[config.mk]
export PLATFORM = sky130hd
export DESIGN_NAME = osc_message_parser_core
export DESIGN_NICKNAME = d
export VERILOG_FILES = /design/src/hw/rtl/omp_pkg.sv /design/src/hw/rtl/omp_result_queue.sv /design/src/hw/rtl/omp_parse_engine.sv /design/src/hw/rtl/osc_message_parser_core.sv
export SDC_FILE = /design/constraint.sdc
export NUM_CORES = 1
export LEC_CHECK = 0
export ABC_AREA = 1
export BUFFER_PORTS_ARGS = -buffer_cell sky130_fd_sc_hd__buf_2
export CAP_MARGIN = 15
export CORE_ASPECT_RATIO = 1.1
export CORE_MARGIN = 2
export CORE_UTILIZATION = 55
export CTS_BUF_LIST = sky130_fd_sc_hd__clkbuf_16
export CTS_CLUSTER_DIAMETER = 40
export DETAILED_ROUTE_END_ITERATION = 8
export GPL_TIMING_DRIVEN = 1
export PLACE_DENSITY = 0.77
export SLEW_MARGIN = 0
export SYNTH_ARGS = -nofsm -noshare
export SYNTH_HDL_FRONTEND = slang
export SYNTH_SLANG_ARGS = --single-unit
export TNS_END_PERCENT = 100
[constraint.sdc]
create_clock -name clk -period 9.1 [get_ports clk]
set_input_delay 1.365 -clock clk [delete_from_list [all_inputs] [get_ports clk]]
set_output_delay 1.365 -clock clk [all_outputs]
set_load 0.1 [all_outputs]
[src/hw/rtl/omp_pkg.sv]
`timescale 1ns / 1ps

package omp_pkg;

	localparam int MAX_TAGS   = 32;
	localparam int MAX_PACKET = 2048;

	localparam int TAG_IDX_W = (MAX_TAGS > 1) ? $clog2(MAX_TAGS) : 1;
	localparam int TAG_CNT_W = $clog2(MAX_TAGS + 1);
	localparam int POS_W     = $clog2(MAX_PACKET + 1);

	// One input byte can cause at most this many results.
	localparam int RES_SLOTS  = 3;
	localparam int SLOT_CNT_W = 2;

	// The result queue depth must be a power of two.
	localparam int QUEUE_DEPTH = 4;
	localparam int QPTR_W      = $clog2(QUEUE_DEPTH);
	localparam int QCNT_W      = $clog2(QUEUE_DEPTH + 1);

	localparam logic [7:0] CH_SLASH = 8'h2F;
	localparam logic [7:0] CH_COMMA = 8'h2C;
	localparam logic [7:0] CH_F     = 8'h66;
	localparam logic [7:0] CH_I     = 8'h69;
	localparam logic [7:0] CH_D     = 8'h64;
	localparam logic [7:0] CH_S     = 8'h73;
	localparam logic [7:0] CH_NUL   = 8'h00;

	localparam logic [1:0] KIND_ADDR   = 2'd0;
	localparam logic [1:0] KIND_ARG    = 2'd1;
	localparam logic [1:0] KIND_ACCEPT = 2'd2;
	localparam logic [1:0] KIND_REJECT = 2'd3;

	localparam logic [1:0] REASON_NONE  = 2'd0;
	localparam logic [1:0] REASON_SHORT = 2'd1;
	localparam logic [1:0] REASON_ADDR  = 2'd2;
	localparam logic [1:0] REASON_TAGS  = 2'd3;

	typedef struct packed {
		logic [7:0] data_byte;
		logic       final_byte;
	} byte_item_t;

	typedef struct packed {
		logic [1:0]  kind;
		logic [31:0] word;
		logic        arg_is_int;
		logic [4:0]  arg_number;
		logic [1:0]  reject_reason;
		logic        run_last;
	} result_t;

	typedef struct packed {
		logic [SLOT_CNT_W-1:0]       count;
		result_t [RES_SLOTS-1:0]     slot;
	} push_t;

endpackage

[src/hw/rtl/omp_result_queue.sv]
`timescale 1ns / 1ps

module omp_result_queue (
	input  logic             clk,
	input  logic             arst_n,
	input  omp_pkg::push_t   push,
	output logic             room,
	output logic             valid,
	input  logic             ready,
	output omp_pkg::result_t head
);
	import omp_pkg::*;

	result_t           mem_q [QUEUE_DEPTH];
	logic [QPTR_W-1:0] wr_q;
	logic [QPTR_W-1:0] rd_q;
	logic [QCNT_W-1:0] cnt_q;
	logic              pop;

	assign valid = (cnt_q != '0);
	assign head  = mem_q[rd_q];
	assign pop   = valid && ready;
	// Room is judged on the current fill alone, so input ready never waits on output ready.
	assign room  = (cnt_q <= QCNT_W'(QUEUE_DEPTH - RES_SLOTS));

	always_ff @(posedge clk) begin
		for (int i = 0; i < RES_SLOTS; i++) begin
			if (SLOT_CNT_W'(i) < push.count) begin
				mem_q[wr_q + QPTR_W'(i)] <= push.slot[i];
			end
		end
	end

	always_ff @(posedge clk or negedge arst_n) begin
		if (!arst_n) begin
			wr_q  <= '0;
			rd_q  <= '0;
			cnt_q <= '0;
		end else begin
			wr_q  <= wr_q + QPTR_W'(push.count);
			rd_q  <= rd_q + QPTR_W'(pop);
			cnt_q <= cnt_q + QCNT_W'(push.count) - QCNT_W'(pop);
		end
	end

endmodule

[src/hw/rtl/omp_parse_engine.sv]
`timescale 1ns / 1ps

module omp_parse_engine (
	input  logic                clk,
	input  logic                arst_n,
	input  logic                fire,
	input  omp_pkg::byte_item_t item,
	output omp_pkg::push_t      push
);
	import omp_pkg::*;

	typedef enum logic [2:0] {
		PH_START, PH_ADDR, PH_APAD, PH_TAGS, PH_TPAD, PH_ARGS, PH_BADADDR, PH_BADTAGS
	} phase_t;

	typedef enum logic [1:0] {DT_F, DT_I, DT_D, DT_S} dtag_t;

	// Only data tags are stored, each with the number of non-d data tags before it.
	// For a d entry that number indexes the first f, i or s that follows it.
	typedef struct packed {
		dtag_t                code;
		logic [TAG_CNT_W-1:0] rank;
	} dentry_t;

	function automatic result_t make_result(logic [1:0] kind, logic [31:0] word,
			logic is_int, logic [4:0] num, logic [1:0] reason);
		result_t r;
		r.kind          = kind;
		r.word          = word;
		r.arg_is_int    = is_int;
		r.arg_number    = num;
		r.reject_reason = reason;
		r.run_last      = 1'b0;
		return r;
	endfunction

	phase_t               phase_q, phase_n;
	logic [POS_W-1:0]     pos_q, pos_n;
	logic [TAG_CNT_W-1:0] tag_cnt_q, tag_cnt_n;
	logic [TAG_CNT_W-1:0] dcnt_q, dcnt_n;
	logic [TAG_CNT_W-1:0] ndcnt_q, ndcnt_n;
	logic [TAG_CNT_W-1:0] cursor_q, cursor_n;
	logic [31:0]          hold_q, hold_n;
	logic [2:0]           hc_q, hc_n;
	logic [4:0]           args_q, args_n;
	dentry_t              cur_q, cur_n;
	dentry_t              nxt_q, nxt_n;

	dentry_t              dstore_q [MAX_TAGS];
	dtag_t                ndstore_q [MAX_TAGS];
	logic                 d_we, nd_we;
	dentry_t              d_wentry;

	logic [TAG_CNT_W-1:0] rd_sum;
	logic [TAG_IDX_W-1:0] rd_idx;

	assign rd_sum = cursor_q + TAG_CNT_W'(2);
	assign rd_idx = rd_sum[TAG_IDX_W-1:0];

	always_comb begin
		logic [7:0]            b;
		logic                  is_data;
		dtag_t                 code;
		logic [SLOT_CNT_W-1:0] n;
		logic                  arg_go;
		logic                  adv;
		logic                  seen;
		logic [31:0]           full_word;
		logic [31:0]           shifted;
		logic [1:0]            reason;
		dtag_t                 nd_look;

		b         = item.data_byte;
		n         = '0;
		arg_go    = 1'b0;
		adv       = 1'b0;
		seen      = 1'b0;
		reason    = REASON_NONE;
		nd_look   = DT_F;
		full_word = {hold_q[7:0], hold_q[15:8], hold_q[23:16], b};
		shifted   = 32'(b) << {hc_q[1:0], 3'b000};

		is_data = 1'b1;
		code    = DT_F;
		unique case (b)
			CH_F:    code = DT_F;
			CH_I:    code = DT_I;
			CH_D:    code = DT_D;
			CH_S:    code = DT_S;
			default: is_data = 1'b0;
		endcase

		phase_n   = phase_q;
		pos_n     = pos_q;
		tag_cnt_n = tag_cnt_q;
		dcnt_n    = dcnt_q;
		ndcnt_n   = ndcnt_q;
		cursor_n  = cursor_q;
		hold_n    = hold_q;
		hc_n      = hc_q;
		args_n    = args_q;
		cur_n     = cur_q;
		nxt_n     = nxt_q;
		d_we      = 1'b0;
		nd_we     = 1'b0;
		d_wentry.code = code;
		d_wentry.rank = ndcnt_q;
		push      = '0;

		if (fire) begin
			// Bytes past the packet limit are dropped, but a final mark on them still counts.
			if (pos_q < POS_W'(MAX_PACKET)) begin
				pos_n = pos_q + 1'b1;
				unique case (phase_q)
					PH_START: begin
						if (b == CH_SLASH) begin
							push.slot[n] = make_result(KIND_ADDR, {24'd0, b}, 1'b0, 5'd0,
								REASON_NONE);
							n = n + 1'b1;
							phase_n = PH_ADDR;
						end else begin
							phase_n = PH_BADADDR;
						end
					end
					PH_ADDR: begin
						if (b != CH_NUL) begin
							push.slot[n] = make_result(KIND_ADDR, {24'd0, b}, 1'b0, 5'd0,
								REASON_NONE);
							n = n + 1'b1;
						end else begin
							phase_n = PH_APAD;
						end
					end
					PH_APAD: begin
						if (pos_q[1:0] == 2'd0) begin
							phase_n = (b == CH_COMMA) ? PH_TAGS : PH_BADTAGS;
						end
					end
					PH_TAGS: begin
						if (b == CH_NUL) begin
							phase_n = PH_TPAD;
						end else if (tag_cnt_q < TAG_CNT_W'(MAX_TAGS)) begin
							tag_cnt_n = tag_cnt_q + 1'b1;
							if (is_data) begin
								d_we   = 1'b1;
								dcnt_n = dcnt_q + 1'b1;
								if (dcnt_q == '0) begin
									cur_n = d_wentry;
								end
								if (dcnt_q == TAG_CNT_W'(1)) begin
									nxt_n = d_wentry;
								end
								if (code != DT_D) begin
									nd_we   = 1'b1;
									ndcnt_n = ndcnt_q + 1'b1;
								end
							end
						end
					end
					PH_TPAD: begin
						// The cursor is already at the first data tag here.
						if (pos_q[1:0] == 2'd0) begin
							phase_n = PH_ARGS;
							arg_go  = 1'b1;
						end
					end
					PH_ARGS: arg_go = 1'b1;
					default: ;
				endcase

				if (arg_go && (cursor_q < dcnt_q)) begin
					unique case (cur_q.code)
						DT_F, DT_I: begin
							if (hc_q == 3'd3) begin
								push.slot[n] = make_result(KIND_ARG, full_word,
									cur_q.code == DT_I, args_q, REASON_NONE);
								n      = n + 1'b1;
								args_n = args_q + 1'b1;
								adv    = 1'b1;
							end else begin
								hold_n = hold_q | shifted;
								hc_n   = hc_q + 1'b1;
							end
						end
						DT_D: begin
							if (hc_q == 3'd7) begin
								adv = 1'b1;
							end else begin
								// Only the first four bytes of a double are ever looked at.
								if (!hc_q[2]) begin
									hold_n = hold_q | shifted;
								end
								hc_n = hc_q + 1'b1;
							end
						end
						DT_S: begin
							if (hc_q == 3'd3) begin
								seen = (hold_q[7:0] == CH_NUL) || (hold_q[15:8] == CH_NUL) ||
									(hold_q[23:16] == CH_NUL) || (b == CH_NUL);
								if (seen) begin
									adv = 1'b1;
								end else begin
									hold_n = '0;
									hc_n   = '0;
								end
							end else begin
								hold_n = hold_q | shifted;
								hc_n   = hc_q + 1'b1;
							end
						end
						default: ;
					endcase
					if (adv) begin
						cursor_n = cursor_q + 1'b1;
						hold_n   = '0;
						hc_n     = '0;
						cur_n    = nxt_q;
						nxt_n    = dstore_q[rd_idx];
					end
				end
			end

			if (item.final_byte) begin
				if (pos_n < POS_W'(8)) begin
					reason = REASON_SHORT;
				end else if (phase_n == PH_ADDR || phase_n == PH_BADADDR ||
						phase_n == PH_START) begin
					reason = REASON_ADDR;
				end else if (phase_n == PH_APAD || phase_n == PH_TAGS ||
						phase_n == PH_BADTAGS) begin
					reason = REASON_TAGS;
				end

				if (reason != REASON_NONE) begin
					push.slot[n] = make_result(KIND_REJECT, 32'd0, 1'b0, 5'd0, reason);
					n = n + 1'b1;
				end else begin
					// A double cut short leaves four held bytes; the next f or i
					// after it, unless an s comes first, reads them.
					nd_look = ndstore_q[cur_n.rank[TAG_IDX_W-1:0]];
					if (phase_n == PH_ARGS && cursor_n < dcnt_n && cur_n.code == DT_D &&
							hc_n[2] && cur_n.rank < ndcnt_n &&
							(nd_look == DT_F || nd_look == DT_I)) begin
						push.slot[n] = make_result(KIND_ARG,
							{hold_n[7:0], hold_n[15:8], hold_n[23:16], hold_n[31:24]},
							nd_look == DT_I, args_n, REASON_NONE);
						n = n + 1'b1;
					end
					push.slot[n] = make_result(KIND_ACCEPT, 32'd0, 1'b0, 5'd0, REASON_NONE);
					n = n + 1'b1;
				end

				phase_n   = PH_START;
				pos_n     = '0;
				tag_cnt_n = '0;
				dcnt_n    = '0;
				ndcnt_n   = '0;
				cursor_n  = '0;
				hold_n    = '0;
				hc_n      = '0;
				args_n    = '0;
			end

			if (n != '0) begin
				push.slot[n - 1'b1].run_last = 1'b1;
			end
			push.count = n;
		end
	end

	always_ff @(posedge clk) begin
		cur_q <= cur_n;
		nxt_q <= nxt_n;
		if (d_we) begin
			dstore_q[dcnt_q[TAG_IDX_W-1:0]] <= d_wentry;
		end
		if (nd_we) begin
			ndstore_q[ndcnt_q[TAG_IDX_W-1:0]] <= d_wentry.code;
		end
	end

	always_ff @(posedge clk or negedge arst_n) begin
		if (!arst_n) begin
			phase_q   <= PH_START;
			pos_q     <= '0;
			tag_cnt_q <= '0;
			dcnt_q    <= '0;
			ndcnt_q   <= '0;
			cursor_q  <= '0;
			hold_q    <= '0;
			hc_q      <= '0;
			args_q    <= '0;
		end else begin
			phase_q   <= phase_n;
			pos_q     <= pos_n;
			tag_cnt_q <= tag_cnt_n;
			dcnt_q    <= dcnt_n;
			ndcnt_q   <= ndcnt_n;
			cursor_q  <= cursor_n;
			hold_q    <= hold_n;
			hc_q      <= hc_n;
			args_q    <= args_n;
		end
	end

endmodule

[src/hw/rtl/osc_message_parser_core.sv]
`timescale 1ns / 1ps

// Byte-serial parser for one message packet: takes one packet byte per cycle and
// emits address characters, 32-bit argument words, and a closing accept or reject
// item. A byte is taken into an input register and parsed from there once the result
// queue has room; its results land in that four-entry queue, which drives the outputs.
// Throughput is one byte per cycle as long as the results are taken as they come and
// each byte yields at most one result; the final byte of a packet can yield two, and
// the input then holds while the queue drains. The parser only fires when the queue
// has room for three results. There is no clearing pass after reset; the type tag
// store is valid only where written.

module osc_message_parser_core (
	input  logic                clk,
	input  logic                arst_n,
	input  logic                byte_valid,
	output logic                byte_ready,
	input  omp_pkg::byte_item_t byte_item,
	output logic                result_valid,
	input  logic                result_ready,
	output omp_pkg::result_t    result_item
);
	import omp_pkg::*;

	byte_item_t item_s1;
	logic       valid_s1;
	logic       room;
	logic       fire;
	push_t      push;

	assign fire       = valid_s1 && room;
	assign byte_ready = !valid_s1 || fire;

	always_ff @(posedge clk) begin
		if (byte_valid && byte_ready) begin
			item_s1 <= byte_item;
		end
	end

	always_ff @(posedge clk or negedge arst_n) begin
		if (!arst_n) begin
			valid_s1 <= 1'b0;
		end else if (byte_ready) begin
			valid_s1 <= byte_valid;
		end
	end

	omp_parse_engine u_engine (
		.clk    (clk),
		.arst_n (arst_n),
		.fire   (fire),
		.item   (item_s1),
		.push   (push)
	);

	omp_result_queue u_queue (
		.clk    (clk),
		.arst_n (arst_n),
		.push   (push),
		.room   (room),
		.valid  (result_valid),
		.ready  (result_ready),
		.head   (result_item)
	);

endmodule

==> results by stage <==
Critical path:
- The type of the worst setup path is reg -> reg.
- The maximum cell stage delay along the critical path is 820 ps.
- The required time of the worst setup path is 9400 ps.
- STA classifies the critical path endpoint as a flip-flop.
- The worst flop-to-flop path endpoint is u_queue.mem_q[1][42].
- The library cell contributing the largest single delay on the critical path is o21ai_4.
- Data on the critical path arrives at its endpoint at 7890 ps.
- The register-to-register setup slack is 1510 ps.
- The beginning of the worst register-to-register path is u_engine.hc_q[1].
- Among the stages of the critical path, the cell type that occurs most often is nand2_1.
- The critical path starts at u_engine.hc_q[1].
- STA classifies the critical path startpoint as a flip-flop.
- The end point of the critical path is u_queue.mem_q[1][42].
- In this run the worst path has a maximum fanout of 26.
- The logic depth of the worst register-to-register path is 29.

STA:
- Summed over all failing endpoints, the final setup total negative slack is 0 ps.
- The final critical path time including I/O delays and setup is 7590 ps.
- In this run the tightest slew margin relative to its limit is 22.3%.
- After layout, the worst path uses 83.4% of the clock period.
- The worst-margin pin slew is 1160 ps.
- The max-slew violation count is 0.
- The number of setup violations in the final report is 0.
- Clock skew on the completed layout was measured at 28.4 ps.
- The number of hold violations in the final report is 0.
- The maximum clock frequency is 132 MHz.
- Setup repair after global routing left no endpoint under its margin.
- Setup slack on the critical path of the routed design comes to 1510 ps.

Synthesis:
- The count of mapped cells out of synthesis is 3488.
- The sequential cell area fraction in the yosys report is 55.8%.
- The Yosys step of the flow raised 0 warnings.
- The share of Yosys cell area claimed by the top area cell type is 49.0%.
- The cell accounting for the most synthesized area is edfxtp_1.
- nand2_1 is the most common cell in the netlist.
- The number of nets handed over by synthesis was 3544.
- Counting instances in the post-synthesis netlist gives the leading cell types as nand2_1, edfxtp_1, nor2_1.
- The number of enable flip-flop cells after synthesis is 517.
- The share of flip-flops with an asynchronous set or reset is 14.4%.
- Synthesis instantiated 59 different standard cells from the library.
- The average instance in the mapped netlist occupies 9.09 um^2.
- The area of the mapped netlist is 31700 um^2.
- By area the synthesized netlist is led by edfxtp_1, nand2_1, dfrtp_1.
- The synthesized flop and latch total is 604.
- The most instantiated flip-flop cell in the synthesis netlist is edfxtp_1.

Detailed routing:
- The post-detailed-route via-to-cell ratio is 6.13.
- The detail route stage leaves a number of antenna-violating nets equal to 0.
- In the routed design, unresolved DRC markers number 0.
- The final route contains 26200 vias.
- After detailed routing, the average wire length per cell comes to 20.9 um.
- Before antenna repair, the detailed router went through 6 iterations.
- The first routing iteration left 3314 violations.
- For this block, the routed nets add up to 89200 um of wire.

Finish:
- For this run, the post-layout net count is 3516.
- The number of filler cells placed in the layout is 4668.
- Compared with the post-synthesis result, the final layout area differs by 10.3%.
- Of the cells placed in the final design, the portion with a size suffix greater than 1 is 10.1%.
- For this run, the share of the core covered by cells in the final layout is 61.2%.

Hold path:
- The worst hold path stage count is 1.
- The min-delay analysis places its worst path in the category reg -> reg.

Clocking:
- The H-tree depth is 3.
- The clock latency at the later pin of the worst-skew pair is 630 ps.
- The number of buffers created by CTS is 79.
- The tree is rooted in a clkbuf_16.
- The clock-pin slew on the worst setup and hold paths is 60 ps.
- The number of gates given a new drive strength after cts is 0.
- The post-cts hold buffer count is 0.
- TritonCTS built the clock tree.
- After clock tree synthesis, the setup repair step added 0 buffers.
- The clock sink count is 604.
- In this run the deepest clock path goes through 3 buffers.

Global route:
- The total overflow reported by the global router is 0.
- The via count of the first global-routing pass is 24700.
- The number of antenna violations at the first check in global routing was 0.
- Global routing used 29.9% of the available tracks across all layers.
- The first global-routing pass estimated 139000 um of wire.
- The maximum number of pins on one net before global-route repair is 81.

Placed design:
- The port buffer count is 57.
- Detailed placement ended at an HPWL of 56400 um.
- Before CTS, the worst setup slack after placement is 1660 ps.
- The congestion estimate from routability-driven global placement came to 0.959.

Die:
- The die is 233 um wide.
- After floorplanning, the core was divided into 92 placement rows.
- The core region is 57100 um^2.
- The die covers 59600 um^2.
- The count of boundary I/O pins is 58.
- The die is 256 um tall.
- Once the floorplan was initialized, standard cells occupied 55.5% of the core.

Status:
- The flow ran to the end, and the final reports show no timing, DRC or antenna violations.

Pwr:
- In this run the power density over the cells is 275 nW/um^2.
- The standby leakage power is 13.0 nW.
- The worst ir drop on vdd is 217 uV.

Run:
- Across the run, the number of max-cap violations was 0.
==> layout make-up <==
class	instances	area, um^2	area share (%)
flip-flops and latches	604	17700	50.7
multi-input cells	2414	12100	34.7
clock buffers	81	2030	5.80
inverters	260	985	2.82
well taps	752	941	2.69
repair buffers	101	624	1.79
clock inverters	59	553	1.58
diodes	1	2.50	0.00716
==> metrics by stage <==
stage / power (mW) / std cells / cell area, um^2 / hold WS, ps
after floorplan: 5.91 / 3488 / 31700 / 434
after global placement: 6.57 / 4130 / 32400 / 457
after detailed placement: 6.60 / 4130 / 32400 / 468
after CTS: 9.61 / 4270 / 34900 / 480
after global routing: 9.98 / 4271 / 35000 / 507
final: 9.62 / 4272 / 35000 / 476
==> registers in the layout, summed over array words and instances (netlist names), 8 cells and up <==
name	cells
item_s1	9
u_engine.cur_q	8
u_engine.nxt_q	8
u_engine.dstore_q	256
u_queue.mem_q	172
u_engine.pos_q	12
u_engine.ndstore_q	64
u_engine.hold_q	32
==> power breakdown <==
group	internal, mW	switching, mW	leakage [nW]	total (mW)
combinational	0.591	2.63	5.97	3.22
sequential	3.28	0.0922	5.79	3.37
clock	1.81	1.22	1.28	3.03
total	5.68	3.94	13.0	9.62
==> cell usage in the layout, fill, tap and decap left out, drive strengths merged, types with 87 or more instances in the layout <==
cell type  instances
nand2            667
edfxtp           517
nand3            346
buf              100
nor2             512
dfrtp             87
o22ai            129
nor3              94
o21ai            391
inv              259
==> per-layer routing <==
layer / global-route usage [%] / up-vias / wire length, um
li1: - / 12100 / -
met1: 39.4 / 12300 / 33600
met2: 48.4 / 1582 / 42700
met3: 4.55 / 269 / 8540
met4: 14.8 / 0 / 4360
met5: 0 / - / 0
==> worst min-delay path by stage <==
stage,start,to,slack (ps)
3_5_place_dp,u_engine.tag_cnt_q[4],u_engine.tag_cnt_q[4],470
3_3_place_gp,u_queue.cnt_q[2],u_queue.cnt_q[2],460
6_report,u_engine.tag_cnt_q[4],u_engine.tag_cnt_q[4],480
5_1_grt,u_queue.cnt_q[2],u_queue.cnt_q[2],510
2_1_floorplan,u_engine.tag_cnt_q[4],u_engine.tag_cnt_q[4],430
4_1_cts,u_engine.tag_cnt_q[4],u_engine.tag_cnt_q[4],480
==> worst max-delay path, delay by kind of cell (launching register included) <==
family | cells | cell delay, ps
buffers and inverters | 7 | 1520
XOR/XNOR | 1 | 250
flip-flops | 1 | 730
adder cells (fa/ha/maj) | 3 | 870
AO/OA/AOI/OAI | 4 | 1530
AND/OR/NAND/NOR | 14 | 2370
==> kinds of logic after synthesis <==
family / Yosys count / share of synthesized area [%]
AO/OA/AOI/OAI: 660 / 12.0
multiplexers: 1 / 0.0316
flip-flops: 604 / 55.8
XOR/XNOR: 30 / 0.829
AND/OR/NAND/NOR: 1680 / 23.4
buffers and inverters: 470 / 6.15
adder cells (fa/ha/maj): 43 / 1.72
No activity file was read; power rests on OpenSTA's default activity.
